--- config.mk ---
export PLATFORM = sky130hd
export DESIGN_NAME = cps_ctrl
export DESIGN_NICKNAME = d
export VERILOG_FILES = /design/src/hw/rtl/cps_pkg.sv /design/src/hw/rtl/cps_ctrl.sv
export VERILOG_INCLUDE_DIRS = /design/src /design/src/hw/rtl
export SDC_FILE = /design/constraint.sdc
export NUM_CORES = 1
export LEC_CHECK = 0
export ABC_AREA = 1
export ABC_CLOCK_PERIOD_IN_PS = 3700
export BUFFER_PORTS_ARGS = -buffer_cell sky130_fd_sc_hd__buf_2
export CORE_MARGIN = 5
export CORE_UTILIZATION = 55
export DETAILED_ROUTE_END_ITERATION = 16
export PLACE_DENSITY = 0.86
export SLEW_MARGIN = 10
export SYNTH_ARGS = -nofsm -noshare
export SYNTH_HDL_FRONTEND = slang
export SYNTH_SLANG_ARGS = --single-unit
--- constraint.sdc ---
create_clock -name clk -period 3.7 [get_ports clk]
set_input_delay 0.37 -clock clk [delete_from_list [all_inputs] [get_ports clk]]
set_output_delay 0.37 -clock clk [all_outputs]
set_load 0.005 [all_outputs]
--- src/hw/rtl/assert_macros.svh ---
// Assertion macros shared by the servo RTL.
// Included by modules that carry concurrent checks.
`ifndef ASSERT_MACROS_SVH
`define ASSERT_MACROS_SVH
// Implication checked every clock, disabled in reset.
`define ASSERT_IMPL(label, clk, rst_n, pre, post) \
  label: assert property (@(posedge clk) disable iff (!rst_n) (pre) |-> (post)) \
    else $error("assertion failed");
// Next-cycle implication.
`define ASSERT_NEXT(label, clk, rst_n, pre, post) \
  label: assert property (@(posedge clk) disable iff (!rst_n) (pre) |=> (post)) \
    else $error("assertion failed");
`endif

--- src/hw/rtl/cps_pkg.sv ---
// Package for the clock phase servo: opcodes, states, command struct, constants.
// No dependencies.
`default_nettype none
package cps_pkg;
  localparam logic [31:0] PeriodReset = 32'd100000000;
  localparam int          DivSteps    = 64;
  // x / 100 for 32-bit x as (x * Div100Mul) >> Div100Shift
  localparam logic [31:0] Div100Mul   = 32'h51EB851F;
  localparam int          Div100Shift = 37;

  typedef enum logic [1:0] {
    OP_TICK  = 2'd0,
    OP_CTRL  = 2'd1,
    OP_RST_I = 2'd2,
    OP_NOP   = 2'd3
  } opcode_t;

  typedef enum logic [3:0] {
    ST_IDLE, ST_TDIV, ST_TFIN, ST_CDIV, ST_CMUL, ST_CMUH, ST_CERR, ST_CINT, ST_CLMP,
    ST_MISC, ST_OUT
  } state_t;

  // Controller to datapath commands
  typedef struct packed {
    logic load;       // capture beat, start divider
    logic div_step;   // one restoring step
    logic tick_fin;
    logic ctl_mul;    // low word of ns per tick
    logic ctl_mul_hi; // high word of ns per tick
    logic ctl_err;
    logic ctl_int;
    logic ctl_clamp;
    logic misc;
    logic out_load;
  } cmd_t;
endpackage
`default_nettype wire

--- src/hw/rtl/cps_ctrl.sv ---
// Controller FSM for the servo: sequences divider, arithmetic steps, output.
// Depends on cps_pkg, assert_macros.svh.
`default_nettype none
module cps_ctrl (
  input  wire logic           clk,
  input  wire logic           rst_n,
  input  wire logic           in_fire,
  input  wire logic [1:0]     in_op,
  input  wire logic           out_free,   // output register empty or being taken
  output cps_pkg::cmd_t       cmd,
  output logic                in_rdy
);
  `include "assert_macros.svh"
  cps_pkg::state_t state_r, state_nxt;
  logic [5:0] cnt_r, cnt_nxt;

  always_ff @(posedge clk) begin
    if (!rst_n) begin
      state_r <= cps_pkg::ST_IDLE;
      cnt_r   <= '0;
    end else begin
      state_r <= state_nxt;
      cnt_r   <= cnt_nxt;
    end
  end

  // next state and commands
  always_comb begin
    state_nxt = state_r;
    cnt_nxt   = cnt_r;
    cmd       = '0;
    in_rdy    = 1'b0;
    unique case (state_r)
      cps_pkg::ST_IDLE: begin
        in_rdy = 1'b1;
        if (in_fire) begin
          cmd.load = 1'b1;
          cnt_nxt  = '0;
          unique case (in_op)
            cps_pkg::OP_TICK: state_nxt = cps_pkg::ST_TDIV;
            cps_pkg::OP_CTRL: state_nxt = cps_pkg::ST_CDIV;
            default:          state_nxt = cps_pkg::ST_MISC;
          endcase
        end
      end
      cps_pkg::ST_TDIV, cps_pkg::ST_CDIV: begin
        cmd.div_step = 1'b1;
        cnt_nxt = cnt_r + 6'd1;
        if (cnt_r == 6'(cps_pkg::DivSteps - 1))
          state_nxt = (state_r == cps_pkg::ST_TDIV) ? cps_pkg::ST_TFIN
                                                    : cps_pkg::ST_CMUL;
      end
      cps_pkg::ST_TFIN: begin cmd.tick_fin = 1'b1; state_nxt = cps_pkg::ST_OUT; end
      cps_pkg::ST_CMUL: begin cmd.ctl_mul = 1'b1; state_nxt = cps_pkg::ST_CMUH; end
      cps_pkg::ST_CMUH: begin cmd.ctl_mul_hi = 1'b1; state_nxt = cps_pkg::ST_CERR; end
      cps_pkg::ST_CERR: begin cmd.ctl_err = 1'b1; state_nxt = cps_pkg::ST_CINT; end
      cps_pkg::ST_CINT: begin cmd.ctl_int = 1'b1; state_nxt = cps_pkg::ST_CLMP; end
      cps_pkg::ST_CLMP: begin cmd.ctl_clamp = 1'b1; state_nxt = cps_pkg::ST_OUT; end
      cps_pkg::ST_MISC: begin cmd.misc = 1'b1; state_nxt = cps_pkg::ST_OUT; end
      cps_pkg::ST_OUT: begin
        if (out_free) begin
          cmd.out_load = 1'b1;
          state_nxt    = cps_pkg::ST_IDLE;
        end
      end
      default: state_nxt = cps_pkg::ST_IDLE;
    endcase
  end

  `ASSERT_IMPL(a_rdy_idle, clk, rst_n, in_rdy, state_r == cps_pkg::ST_IDLE)
  `ASSERT_NEXT(a_fire_leaves, clk, rst_n, in_fire, state_r != cps_pkg::ST_IDLE)
  `ASSERT_IMPL(a_outload_free, clk, rst_n, cmd.out_load, out_free)
endmodule
`default_nettype wire

==> impl_results.md <==
- Share of cells above drive strength 1: 0.292
- HPWL after detailed placement: 1.24 mm
- Pre-CTS worst setup slack: 2370 ps
- Pre-Repair DR Iteration Count: 4
- Detail-routed via count per cell: 4.89
- Combinational family with the most area after synthesis: simple AND/OR/NAND/NOR gates
- Transition time at the pin with the least slew margin: 285 ps
- Dpl cells: 148
- Worst path setup slack after routing: 2110 ps
- Setup repair after global routing missed its margin: no
- Clock buffer count from CTS: 3
- Number of routed nets with antenna violations: 0
- WL/cell: 9.90 µm
- Area post-placement: 811 µm²
- Total core area: 1270 µm²
- Root cell of the clock tree: clkbuf_4
- Overall via count from detail_route: 744
- Synthesized-area fraction occupied by and/or/nand/nor cells: 0.486
- Worst reg2reg path endpoint: state_r[1]$_SDFFE_PN0P_
- PortBufs: 16
- Parity-gate share of the synthesized area counting xor and xnor cells: 0
- Filler-free cell count of the finished design: 152
- Pin count of the biggest net entering global routing: 9
- Hold path endpoint: state_r[0]$_SDFFE_PN0P_
- Post-route cell area: 847 µm²
- Register-to-register setup slack: 2360 ps
- RD Place Congestion: 0.935
- CP required: 3330 ps
- Mapped Cells: 118
- Number of rows in the core area: 13
- Setup TNS: 0 ps
- Achievable Freq: 0.628 GHz
- Initial antenna violation count: 0
- Buffer depth of the longest clock path: 2
- Crit Path Class: flop to output port
- Horizontal die dimension: 46.3 µm
- Hold-fix buffers, CTS: 0
- Post-synthesis compound-gate area fraction: 0.0934
- Final Max Tran Viols: 0
- Slew Limit Headroom: 0.810
- Mapped Nets: 125
- Worst VDD drop: 0.330 mV
- Worst Reg-to-Reg Cells: 8
- Total track usage: 0.164
- Vias in the first global route: 665
- FF+latch count, synth: 10
- Max-cap violations: 0
- Kind of capture point of the worst setup path: output port
- Critical Path, Cell by Cell: nor2_2 > nand2_2 > clkinv_2 > buf_2
- Later-pin clock latency in the skew report: 260 ps
- Pleak: 0.000468 µW
- Startpoint kind of the worst setup timing path: flop
- Area of the mapped netlist: 723 µm²
- Setup-violating endpoint count in the final report: 0
- Global-route wire length before repair: 2.60 mm
- Routed Wire Length: 1.51 mm
- Endpoints failing hold: 0
- Path class of the lowest-slack min-delay path: input pin to flop
- Cell depth of the worst hold path: 3
- DIE HEIGHT: 46.3 µm
- Worst reg2reg path startpoint: cnt_r[0]$_SDFFE_PN0P_
- Post-route DRC violation count: 0
- Final period util: 0.430
- Worst Path Max Fanout: 8
- Largest stage delay, worst path: 480 ps
- Number of antenna repair diodes: 0
- Sinks on Clock Net: 10
- Sequential share of the synthesized area: 0.277
- HP Start: rst_n
- Cell types with the largest area share after synthesis: dfxtp_1 (28%), nand2_1 (14%), nor2_1 (9.3%), inv_1 (7.8%), nand3_1 (6.2%)
- Multiplexer fraction of the synthesized cell area: 0
- Area growth, synth to finish: 17.1%
- Overall Power: 560 µW
- Starting Density: 0.570
- Mean cell area of the mapped netlist: 6.13 µm²
- Leading area contributor after synthesis: dfxtp_1
- Cell area power density: 661 nW/µm²
- Outcome: finished clean
- Synth Area in Adders: 0.0173
- CTS H-Tree Depth: 1
- Unique masters post-synth: 22
- Count of buffers added by post-CTS timing repair for setup: 0
- Overall overflow remaining after global route: 0
- Synth top area share: 0.277
- Shortest clock period the worst path allows after layout: 1590 ps
- Master of the slowest instance on the critical path: dfxtp_1
- WP data arrival: 1220 ps
- Worst Skew: 4.71 ps
- Number of top-level pins: 17
- Cts repair resizes: 0
- Die Footprint: 2140 µm²
- Worst-path clk slew: 70 ps
- Clock tree from TritonCTS: yes
- Number of design-rule violations left by the first detailed-router iteration: 20
- Synth Warn #: 0
- Layout net count: 145
## how the worst max path moves through the flow
stage                                  startpoint                      end  slack (ps)
final                     state_r[2]$_SDFFE_PN0P_                   cmd[8]        2110
after global routing      state_r[0]$_SDFFE_PN0P_                   cmd[6]        2000
after CTS                 state_r[2]$_SDFFE_PN0P_                   cmd[8]        2100
after detailed placement    cnt_r[0]$_SDFFE_PN0P_  state_r[1]$_SDFFE_PN0P_        2370
after global placement    state_r[2]$_SDFFE_PN0P_                   cmd[8]        2370
after floorplan             cnt_r[0]$_SDFFE_PN0P_  state_r[1]$_SDFFE_PN0P_        2520
## state kept, by name, indices dropped and copies added, names as in the netlist
register  flops
state_r       4
cnt_r         6
## layout by cell type (no fill, tap or decap), drive strengths merged
cell type and count:
nand4 1, clkinv 1, nor2 22, clkbuf 4, nor3 2, nand3 11
a21oi 8, dfxtp 10, nand3b 1, nor4 1, nand2 34, inv 20
o21ai 4, buf 16, ha 1, o21bai 1
## report_power, final
group	internal, µW	switching, µW
Combinational	113	189
Clock	59.6	36.5
Sequential	129	32.7
Total	302	258
## final cells by class
class                      instances  area, µm²
clock buffer                       4       36.3
fill                             100        422
multi-input combinational         86        432
timing repair buffer              16       80.1
inverter                          21       80.1
sequential                        10        200
tap                               15       18.8
## synthesized netlist by cell type
cell	n
nor3_1	2
nand3_2	2
nor4_1	1
clkinv_2	1
buf_6	1
nor2_1	18
o21ai_1	2
o21ai_0	2
dfxtp_1	10
ha_1	1
nand2_4	2
nand2_2	5
nand4_1	1
nand3_1	9
o21bai_1	1
a21oi_1	8
nand2_1	27
nor2_2	3
nor2_4	1
inv_2	5
nand3b_2	1
inv_1	15
## layer usage
layer / global-route usage / part of all wire
met1: 0.199 / 0.40
met2: 0.266 / 0.48
met3: 0.0313 / 0.10
met4: 0.0966 / 0.014
met5: 0 / 0
## stage by stage
stage,hold slack (ps),util
2_1_floorplan,456,-
3_3_place_gp,481,0.639
3_5_place_dp,483,0.639
4_1_cts,344,0.668
5_1_grt,353,0.668
6_report,348,0.668
## worst max-delay path, delay by kind of cell (launching register included)
kind          cells  cell delay [ps]
buf+inv           2              260
flops             1              480
simple gates      2              220
## cell families (layout without fill, tap and decap cells)
| logic type | count (synthesis) | in the layout |
|---|---|---|
| and+or+nand+nor | 72 | 72 |
| buffers and inverters | 22 | 41 |
| AOI/OAI and AO/OA | 13 | 13 |
| DFF | 10 | 10 |
| adders and majority gates | 1 | 1 |
Power figures use the tool's default switching activity.
